`config.mk`:
```
export PLATFORM = sky130hd
export DESIGN_NAME = ctc_sqrt
export DESIGN_NICKNAME = d
export VERILOG_FILES = /design/src/rtl/core/ctc_pkg.sv /design/src/rtl/core/ctc_sqrt.sv
export SDC_FILE = /design/constraint.sdc
export NUM_CORES = 1
export LEC_CHECK = 0
export ABC_AREA = 1
export CELL_PAD_IN_SITES_DETAIL_PLACEMENT = 0
export CELL_PAD_IN_SITES_GLOBAL_PLACEMENT = 1
export CORE_MARGIN = 8
export CORE_UTILIZATION = 30
export CTS_CLUSTER_SIZE = 20
export DETAILED_ROUTE_END_ITERATION = 10
export DONT_BUFFER_PORTS = 1
export PLACE_DENSITY_LB_ADDON = 0.1
export SETUP_SLACK_MARGIN = 0.4
export SLEW_MARGIN = 20
export SYNTH_ARGS = -nofsm -noshare
export SYNTH_HDL_FRONTEND = slang
export SYNTH_SLANG_ARGS = --single-unit
```
`constraint.sdc`:
```
create_clock -name clk -period 5.51 [get_ports clk]
set_clock_uncertainty 0.1 [all_clocks]
set_input_delay 1.653 -clock clk [delete_from_list [all_inputs] [get_ports clk]]
set_output_delay 1.653 -clock clk [all_outputs]
set_load 0.05 [all_outputs]
```
`src/rtl/core/ctc_pkg.sv`:
```
`timescale 1ns / 1ps
package ctc_pkg;

    // Matrix geometry
    localparam int MaxBins  = 64;
    localparam int IdxW     = $clog2(MaxBins);
    localparam int AddrW    = 2 * IdxW;
    localparam int Depth    = MaxBins * MaxBins;
    localparam int CovW     = 32;
    localparam int CorrW    = 16;
    localparam int FracBits = 14;

    // Widths inside the arithmetic
    localparam int ProdW = 62;              // product of two positive 31-bit values
    localparam int RootW = 32;              // floor(sqrt) of the product
    localparam int SqW   = ProdW + 1;       // room for res + bit in the root loop
    localparam int QuoW  = 17;              // quotient bits kept before saturation
    localparam int NumW  = 48;              // 2*|cov|*2^14 + S
    localparam int DivW  = RootW + 1 + QuoW; // shifted divisor width
    localparam int DivCntW = $clog2(QuoW + 1); // divide step counter width

    // Item kinds
    localparam logic KIND_LOAD  = 1'b0;
    localparam logic KIND_QUERY = 1'b1;

    // Result status codes
    typedef enum logic [1:0] {
        ST_OK     = 2'd0,
        ST_NONPOS = 2'd1,
        ST_SAT    = 2'd2
    } status_t;

    // Control sequencer states
    typedef enum logic [3:0] {
        S_IDLE,
        S_RD0,
        S_RD1,
        S_RD2,
        S_RD3,
        S_CHECK,
        S_SQ_GO,
        S_SQ_WAIT,
        S_DV_GO,
        S_DV_WAIT
    } state_t;

    // Handshake between sequencer and an iterative unit
    typedef struct packed {
        logic start;
    } unit_ctl_t;

endpackage

```
`src/rtl/core/ctc_sqrt.sv`:
```
`timescale 1ns / 1ps
module ctc_sqrt (
    input  logic                        clk,
    input  logic                        rst_n,
    input  ctc_pkg::unit_ctl_t          ctl,
    input  logic [ctc_pkg::ProdW-1:0]   x,
    output logic                        done,
    output logic [ctc_pkg::RootW-1:0]   root
);
    import ctc_pkg::*;

    logic           run_reg, run_next;
    logic [SqW-1:0] x_reg, x_next;
    logic [SqW-1:0] res_reg, res_next;
    logic [SqW-1:0] bit_reg, bit_next;
    logic [SqW-1:0] trial;

    // One digit pair per cycle
    always_comb
    begin
        run_next = run_reg;
        x_next   = x_reg;
        res_next = res_reg;
        bit_next = bit_reg;
        trial    = res_reg + bit_reg;
        if (ctl.start)
        begin
            run_next = 1'b1;
            x_next   = {1'b0, x};
            res_next = '0;
            bit_next = SqW'(1) << (ProdW);
        end
        else if (run_reg)
        begin
            if (bit_reg == '0)
            begin
                run_next = 1'b0;
            end
            else
            begin
                if (x_reg >= trial)
                begin
                    x_next   = x_reg - trial;
                    res_next = (res_reg >> 1) + bit_reg;
                end
                else
                begin
                    res_next = res_reg >> 1;
                end
                bit_next = bit_reg >> 2;
            end
        end
    end

    always_ff @(posedge clk or negedge rst_n)
    begin
        if (!rst_n)
        begin
            run_reg <= 1'b0;
        end
        else
        begin
            run_reg <= run_next;
        end
    end

    always_ff @(posedge clk)
    begin
        x_reg   <= x_next;
        res_reg <= res_next;
        bit_reg <= bit_next;
    end

    assign done = run_reg && (bit_reg == '0);
    assign root = res_reg[RootW-1:0];

endmodule

```
==> out/qor.yml <==
run_status:
  status: "finished clean"
timing:
  setup-violations-final: 0
  period_share_pct: 88.2
  period_needed_ns: 4.86
  finalHoldViolations: 0
  fmax_ghz: 0.206
  report.final.slew_viol_count: 0
  rsz0062_at_grt: "false"
  tightest_slew_ns: 1.10
  tns_ns: 0
  relSlewSlack_pct: 26.3
  setup_ws_ns: 0.650
placed_design:
  port_buffers: 0
  dpl_worst_slack_ns: 0.377
  gp_congestion: 0.933
  dp_hpwl_um: 80600
setup_path:
  cp_max_fo: 23
  reg2reg_depth: 21
  critPathKind: "flip-flop to flip-flop"
  r2r_end: "x_reg[3]"
  r2r_start: "res_reg[56]"
  end_kind: "flip-flop"
  cp_data_arrival_time_ns: 4.95
  start_kind: "flip-flop"
  cp.required_ns: 5.60
  reg2reg_slack_ns: 0.65
floorplan:
  die_h_um: 274
  io_pins: 98
  die-area_um2: 74900
  rows: 94
  core_area_um2: 65700
  start_util_pct: 30.3
  chipWidth_um: 274
min_path:
  min_path_type: "flip-flop to flip-flop"
  min_from: "res_reg[5]"
  hold_end: "res_reg[5]"
  whs_path_depth: 2
cts:
  cts.sinks: 159
  h-tree-depth: 4
  clk_path_buf_depth: 2
  cts-root-buf: "clkbuf_16"
  numCtsBuffers: 17
  clkSlewWorstSetupHoldPaths_ns: 0.09
  clkLatencyLatePin_ns: 0.50
  cts_tree: "done"
synthesis:
  syn_area_um2: 19900
  synth_edf_count: 62
  ys_async_sr_fraction_pct: 0.629
  yosysWarnings: 0
  ys_seq_area_share_pct: 19.1
  syn-num-nets: 3790
  ys_types: 43
  synthTopCellsByArea: "nand2_1, inv_1, dfxtp_1"
  syn-mean-instance-area_um2: 5.54
  synth_most_common_cell: "nand2_1"
  ys.flop_type: "dfxtp_1"
  yosysTopAreaCellShare_pct: 24.2
  synth_area_leader_cell: "nand2_1"
  yosys-top-cells-count: "nand2_1, inv_1, nor2_1"
  synth-seq-cells: 159
  syn_inst: 3597
detailed_routing:
  drt-initial-drc-count: 1532
  final_antenna_net_count: 0
  wirelength_um: 94300
  drc: 0
  drt-vias-per-instance: 5.00
  vias: 22300
  routedWlPerCell_um: 21.2
  firstDrtPassIters: 8
grt:
  top_usage_layer: "met2"
  grtUsageMet2_pct: 43.4
  grt_pass1_vias: 22200
  grt_max_degree: 95
  grtUsageMet1_pct: 30.5
  antenna_found_initial: 1
  grt_pass1_wl_um: 137000
  met3_usage_pct: 2.43
  overflow: 0
  grt_usage_pct: 24.6
finish:
  nets: 3771
  fin_util_pct: 32.8
  drive_gt1_share_pct: 4.37
  n_antenna_cell: 0
  area_growth_pct: 8.21
  nFillCells: 7608
run:
  maxCapViolCount: 0
pwr:
  ir_drop_mv: 0.247
  power-per-cell-area_nw_per_um2: 523
  leakagePower_nw: 10.2
[per-layer routing]
layer	vias up	routed length, µm
li1	11300	-
met1	10300	41500
met2	512	45800
met3	129	3360
met4	0	3730
met5	-	0
[final cells by class]
type	count	area (µm²)	area share (%)
clock inverters	15	171	0.795
well taps	864	1080	5.01
multi-input cells	2723	13300	61.6
clock buffers	17	425	1.97
flip-flops and latches	159	3810	17.7
repair buffers	59	477	2.21
inverters	618	2320	10.8
[worst max-delay path: stages (launching register included)]
cell and delay [ns]:
dfxtp_1 0.43, ha_1 0.38, nand2_1 0.14, o21ai_0 0.56, nand2_1 0.10, o21ai_0 0.17
o21bai_1 0.17, a21oi_1 0.05, nand2_1 0.14, xor2_1 0.33, ha_1 0.30, nand2_1 0.11
inv_1 0.10, nand2_1 0.10, nor3_2 0.22, nand2_1 0.11, nor2_1 0.19, nand2_4 0.07
nand2_2 0.17, nand2_1 0.15, nand2_4 0.17, clkbuf_16 0.26
[cells in the final DEF, fill, tap and decap left out, drive strengths merged, types with 5 or more instances in the layout]
cell and count:
xor2 44, dfxtp 96, nand3 291, ha 127, a21o 6, nand2 1291
or2 16, o21ai 171, clkbuf 18, nor2 359, inv 626, nand3b 21
nand4 42, nor3 45, buf 58, o21a 7, a21oi 177, xnor2 46
edfxtp 62, o22ai 31, o21bai 30, clkinv 5
[stage by stage]
step	instances	total power, mW	instance area [µm²]	hold slack (ns)
after CTS	4452	11.2	21500	0.446
after detailed placement	4420	9.93	20900	0.434
final	4455	11.3	21600	0.443
after global routing	4455	12.3	21600	0.471
after global placement	4420	9.93	20900	0.434
after floorplan	3597	7.53	19900	0.352
[timing repair]
| action | CTS | global route |
|---|---|---|
| hold buffers | 0 | 0 |
| resized for setup | 1 | 31 |
| cloned | 0 | 1 |
| pin swaps | 0 | 1 |
| endpoints found under the setup margin | 47 | 120 |
| endpoints found under the hold margin | 0 | 0 |
| setup buffers | 0 | 2 |
[how the worst max path moves through the flow]
| stage | cells past startpoint | slack, ns | endpoint | startpoint |
|---|---|---|---|---|
| finish | 21 | 0.65 | x_reg[3] | res_reg[56] |
| global route | 27 | 0.40 | res_reg[19] | bit_reg[18] |
| CTS | 28 | 0.47 | x_reg[5] | bit_reg[2] |
| detailed placement | 24 | 0.38 | x_reg[11] | bit_reg[32] |
| global placement | 24 | 0.44 | x_reg[10] | bit_reg[32] |
| floorplan | 23 | 0.97 | x_reg[0] | res_reg[4] |
[cell families (layout without fill, tap and decap cells)]
family                     after synthesis  in the layout  synth area share (%)
and+or+nand+nor                       2073           2073                  42.6
DFF                                    159            159                  19.1
AOI/OAI and AO/OA                      432            432                  11.7
buffers and inverters                  715            709                  14.5
adders and majority gates              128            128                  8.07
xor gates and xnor gates                90             90                  3.96
[report_power, final]
part           switching, mW  internal, mW
clock network          0.653         0.610
registers              0.329          1.74
logic                   5.55          2.39
Note: power is estimated with default switching activity, not from simulation.
