$ cat config.mk
export PLATFORM = sky130hd
export DESIGN_NAME = ctc_div
export DESIGN_NICKNAME = d
export VERILOG_FILES = /design/src/rtl/core/ctc_pkg.sv /design/src/rtl/core/ctc_div.sv
export SDC_FILE = /design/constraint.sdc
export NUM_CORES = 1
export LEC_CHECK = 0
export BUFFER_PORTS_ARGS = -buffer_cell sky130_fd_sc_hd__buf_2
export CORE_ASPECT_RATIO = 1.4
export CORE_MARGIN = 8
export CORE_UTILIZATION = 35
export CTS_CLUSTER_DIAMETER = 100
export CTS_CLUSTER_SIZE = 28
export DETAILED_ROUTE_END_ITERATION = 8
export PLACE_DENSITY = 0.49
export SLEW_MARGIN = 30
export SYNTH_ARGS = -nofsm -noshare
export SYNTH_HDL_FRONTEND = slang
export SYNTH_SLANG_ARGS = --single-unit
export TNS_END_PERCENT = 20
$ cat constraint.sdc
create_clock -name clk -period 4.2 [get_ports clk]
set_clock_uncertainty 0.1 [all_clocks]
set_input_delay 0.84 -clock clk [delete_from_list [all_inputs] [get_ports clk]]
set_output_delay 0.84 -clock clk [all_outputs]
set_load 0.05 [all_outputs]
$ cat src/rtl/core/ctc_pkg.sv
`timescale 1ns / 1ps
package ctc_pkg;

    // Matrix geometry
    localparam int MaxBins  = 64;
    localparam int IdxW     = $clog2(MaxBins);
    localparam int AddrW    = 2 * IdxW;
    localparam int Depth    = MaxBins * MaxBins;
    localparam int CovW     = 32;
    localparam int CorrW    = 16;
    localparam int FracBits = 14;

    // Widths inside the arithmetic
    localparam int ProdW = 62;              // product of two positive 31-bit values
    localparam int RootW = 32;              // floor(sqrt) of the product
    localparam int SqW   = ProdW + 1;       // room for res + bit in the root loop
    localparam int QuoW  = 17;              // quotient bits kept before saturation
    localparam int NumW  = 48;              // 2*|cov|*2^14 + S
    localparam int DivW  = RootW + 1 + QuoW; // shifted divisor width
    localparam int DivCntW = $clog2(QuoW + 1); // divide step counter width

    // Item kinds
    localparam logic KIND_LOAD  = 1'b0;
    localparam logic KIND_QUERY = 1'b1;

    // Result status codes
    typedef enum logic [1:0] {
        ST_OK     = 2'd0,
        ST_NONPOS = 2'd1,
        ST_SAT    = 2'd2
    } status_t;

    // Control sequencer states
    typedef enum logic [3:0] {
        S_IDLE,
        S_RD0,
        S_RD1,
        S_RD2,
        S_RD3,
        S_CHECK,
        S_SQ_GO,
        S_SQ_WAIT,
        S_DV_GO,
        S_DV_WAIT
    } state_t;

    // Handshake between sequencer and an iterative unit
    typedef struct packed {
        logic start;
    } unit_ctl_t;

endpackage

$ cat src/rtl/core/ctc_div.sv
`timescale 1ns / 1ps
module ctc_div (
    input  logic                        clk,
    input  logic                        rst_n,
    input  ctc_pkg::unit_ctl_t          ctl,
    input  logic [ctc_pkg::CovW-1:0]    mag,
    input  logic [ctc_pkg::RootW-1:0]   root,
    output logic                        done,
    output logic                        ovf,
    output logic [ctc_pkg::QuoW-1:0]    quo
);
    import ctc_pkg::*;

    logic               run_reg, run_next;
    logic [DivCntW-1:0] cnt_reg, cnt_next;
    logic [DivW-1:0]    rem_reg, rem_next;
    logic [DivW-1:0]    dsh_reg, dsh_next;
    logic [QuoW-1:0]    quo_reg, quo_next;
    logic               ovf_reg, ovf_next;
    logic [DivW-1:0]    num;
    logic [DivW-1:0]    dfull;

    // Rounded quotient (2N + S) / (2S), one bit per cycle
    always_comb
    begin
        num      = DivW'({mag, {(FracBits + 1){1'b0}}}) + DivW'(root);
        dfull    = {root, 1'b0, {QuoW{1'b0}}};
        run_next = run_reg;
        cnt_next = cnt_reg;
        rem_next = rem_reg;
        dsh_next = dsh_reg;
        quo_next = quo_reg;
        ovf_next = ovf_reg;
        if (ctl.start)
        begin
            run_next = 1'b1;
            cnt_next = DivCntW'(QuoW);
            rem_next = num;
            dsh_next = dfull >> 1;
            quo_next = '0;
            ovf_next = (num >= dfull);
        end
        else if (run_reg)
        begin
            if (cnt_reg == '0)
            begin
                run_next = 1'b0;
            end
            else
            begin
                if (rem_reg >= dsh_reg)
                begin
                    rem_next = rem_reg - dsh_reg;
                    quo_next = {quo_reg[QuoW-2:0], 1'b1};
                end
                else
                begin
                    quo_next = {quo_reg[QuoW-2:0], 1'b0};
                end
                dsh_next = dsh_reg >> 1;
                cnt_next = cnt_reg - 1'b1;
            end
        end
    end

    always_ff @(posedge clk or negedge rst_n)
    begin
        if (!rst_n)
        begin
            run_reg <= 1'b0;
            cnt_reg <= '0;
        end
        else
        begin
            run_reg <= run_next;
            cnt_reg <= cnt_next;
        end
    end

    always_ff @(posedge clk)
    begin
        rem_reg <= rem_next;
        dsh_reg <= dsh_next;
        quo_reg <= quo_next;
        ovf_reg <= ovf_next;
    end

    assign done = run_reg && (cnt_reg == '0);
    assign ovf  = ovf_reg;
    assign quo  = quo_reg;

endmodule

==> qor.yml <==
run_status: "finished clean"
yosys_warnings: 0
setup_viol: 0
worstSetupStartpoint: "root[18]"
use_met3_pct: 2.44
dpl-instance-area_um2: 11100
r2r-end: "rem_reg[48]"
clock_latency_ns: 0.42
antenna_cells: 0
ys_ff_latch: 123
yosysUniqueCellTypes: 67
drt-total-wl_um: 29100
clock_path_buffers: 2
first_pass_iters: 5
dpl.cell_count: 1637
vias: 8504
setup_ws_ns: 0.0947
grtUsageMet1_pct: 20.3
largest_reg_flops: 50
final_nets: 1455
cp_data_arrival_time_ns: 4.17
syn-instance-count: 1138
finalSetupTns_ns: 0
maxSlewHeadroom_pct: 37.6
hold_path_class: "primary input to async pin"
antenna_found_initial: 0
seq_area_frac_synth_pct: 34.4
cts.sinks: 123
worstPathMaxFanout: 4
post-route-util_pct: 43.1
initial_core_util_pct: 35.3
grt-busiest-layer: "met2"
worstReg2RegStart: "rem_reg[0]"
end_kind: "flop"
ios: 86
maxSlewViolCount: 0
grt_overflow_total: 0
clkTransAtPathRegs_ns: 0.06
startpoint_type: "primary input"
grt_use_total_pct: 17.8
worst_pin_slew_ns: 0.936
die_h_um: 213
place.gp.congestion: 0.847
drtIter0Drc: 421
hold_viol: 0
core-area_um2: 27400
holdBufCountCts: 0
syn_avg_cell_area_um2: 8.49
dieArea_um2: 33200
root_buffer: "clkbuf_16"
synthMuxAreaShare_pct: 0.570
synth_compound_area_share_pct: 22.7
yosys.area_share.simple_pct: 16.8
power_density_nw_per_um2: 688
row_count: 72
rr_worst_depth: 13
grt_max_degree: 132
cts_tree: "done"
post-route-min-period_ns: 4.11
dieWidth_um: 156
power.total_mw: 8.13
cts_max_level: 4
rsz0062_at_grt: "true"
ant_nets: 0
portBuffers: 85
synth_xor_area_share_pct: 6.80
syn_area_um2: 9660
synth_edf_count: 83
drive_gt1_share_pct: 20.0
route.detailed.wl_per_inst_um: 17.4
async_flop_share_pct: 4.88
power_leakage_nw: 5.16
area_growth_syn_to_layout_pct: 22.4
finalCritPeriodShare_pct: 97.7
ys.flop_type: "edfxtp_1"
dp_hpwl_um: 22800
place_ws_ns: -0.527
cts_made_buffers: 17
route.detailed.drc: 0
grt_pass1_wl_um: 46000
grt_util_met2_pct: 33.3
synth_top_family_by_area: "compound AO/OA/AOI/OAI gates"
design_area_um2: 11800
hold_ws_ns: 0.127
final_cells: 1672
max_cap_viol_count: 0
synth_nets: 1304
ir_worst_vdd_uv: 255
required_ns: 4.26
fmax_mhz: 244
crit_type: "primary input to flop"
fill_cells: 2850
reg2reg_setup_slack_ns: 0.71
via_per_inst: 5.09
grt_pass1_vias: 8812
synthAdderAreaFrac_pct: 13.0
-- critical path, stage by stage --
cell      delay, ns
buf_2          0.11
ha_1           0.35
buf_4          0.13
a21oi_2        0.05
o21bai_1       0.20
a21oi_1        0.10
buf_4          0.15
a211o_1        0.33
a31oi_4        0.24
nand2_2        0.11
xnor2_2        0.16
ha_1           0.31
a21o_1         0.18
a21oi_1        0.14
nor2b_1        0.06
o21ai_1        0.11
nand2b_1       0.08
a21oi_2        0.13
o21ai_1        0.10
a21oi_2        0.16
a311oi_2       0.10
-- cells in the final DEF, fill, tap and decap left out, drive strengths merged, types with 34 or more instances in the layout --
| cell type | instances |
|---|---|
| a21oi | 120 |
| buf | 179 |
| dfxtp | 34 |
| edfxtp | 83 |
| ha | 97 |
| inv | 101 |
| nand2 | 182 |
| nor2 | 41 |
| o21ai | 78 |
| o31ai | 39 |
| xnor2 | 48 |
-- cell families after synthesis --
family	Yosys count
compound gates	340
xor+xnor	75
fa+ha+maj	99
buf+inv	146
flops	123
mux	5
simple gates	350
-- how the worst max path moves through the flow --
stage	endpoint	cells after the start	slack, ns
detailed placement	ovf	21	-0.53
floorplan	ovf	19	0.03
CTS	ovf	22	0.004
global route	ovf	21	-0.12
global placement	ovf	21	-0.48
finish	ovf	21	0.09
-- timing repair --
item,CTS,global route
endpoints found under the setup margin,1,1
buffers inserted,0,3
pin swaps,0,22
gates resized for setup,2,30
-- layer usage --
layer	vias up	routed length (um)
met5	-	0
met4	0	587
met3	32	863
met2	165	15300
met1	3950	12400
li1	4357	-
-- power by group --
| part | total (mW) | switching, mW | internal (mW) |
|---|---|---|---|
| logic | 4.75 | 2.85 | 1.90 |
| clock network | 1.38 | 0.535 | 0.849 |
| registers | 1.99 | 0.135 | 1.86 |
| total | 8.13 | 3.52 | 4.61 |
-- final cells by class --
| cell class | count | area (um^2) | share of cell area (%) |
|---|---|---|---|
| repair buffers | 179 | 1180 | 9.97 |
| inverters | 99 | 372 | 3.14 |
| clock inverters | 6 | 32.5 | 0.275 |
| well taps | 370 | 463 | 3.92 |
| multi-input cells | 869 | 5930 | 50.2 |
| clock buffers | 26 | 520 | 4.40 |
| flip-flops and latches | 123 | 3320 | 28.1 |
-- synth_stat cells (8+ instances only) --
cell,instances,area (um^2)
nor2b_1,14,87.6
buf_1,9,33.8
nand2b_1,11,68.8
a211oi_1,8,60.1
a21oi_1,114,571
edfxtp_1,83,2490
nand2_1,182,683
nor3_1,13,65.1
o21bai_1,14,105
o31ai_1,37,278
clkbuf_1,30,113
nor2_1,40,150
o21a_1,18,135
o21ai_0,67,335
and3_1,14,87.6
o21ai_1,9,45.0
xor2_1,27,236
inv_1,99,372
dfxtp_1,34,681
a21o_1,31,233
nand4_1,18,113
ha_1,97,1210
xnor2_1,48,420
nand3_1,30,150
(Power assumes the default switching activity.)
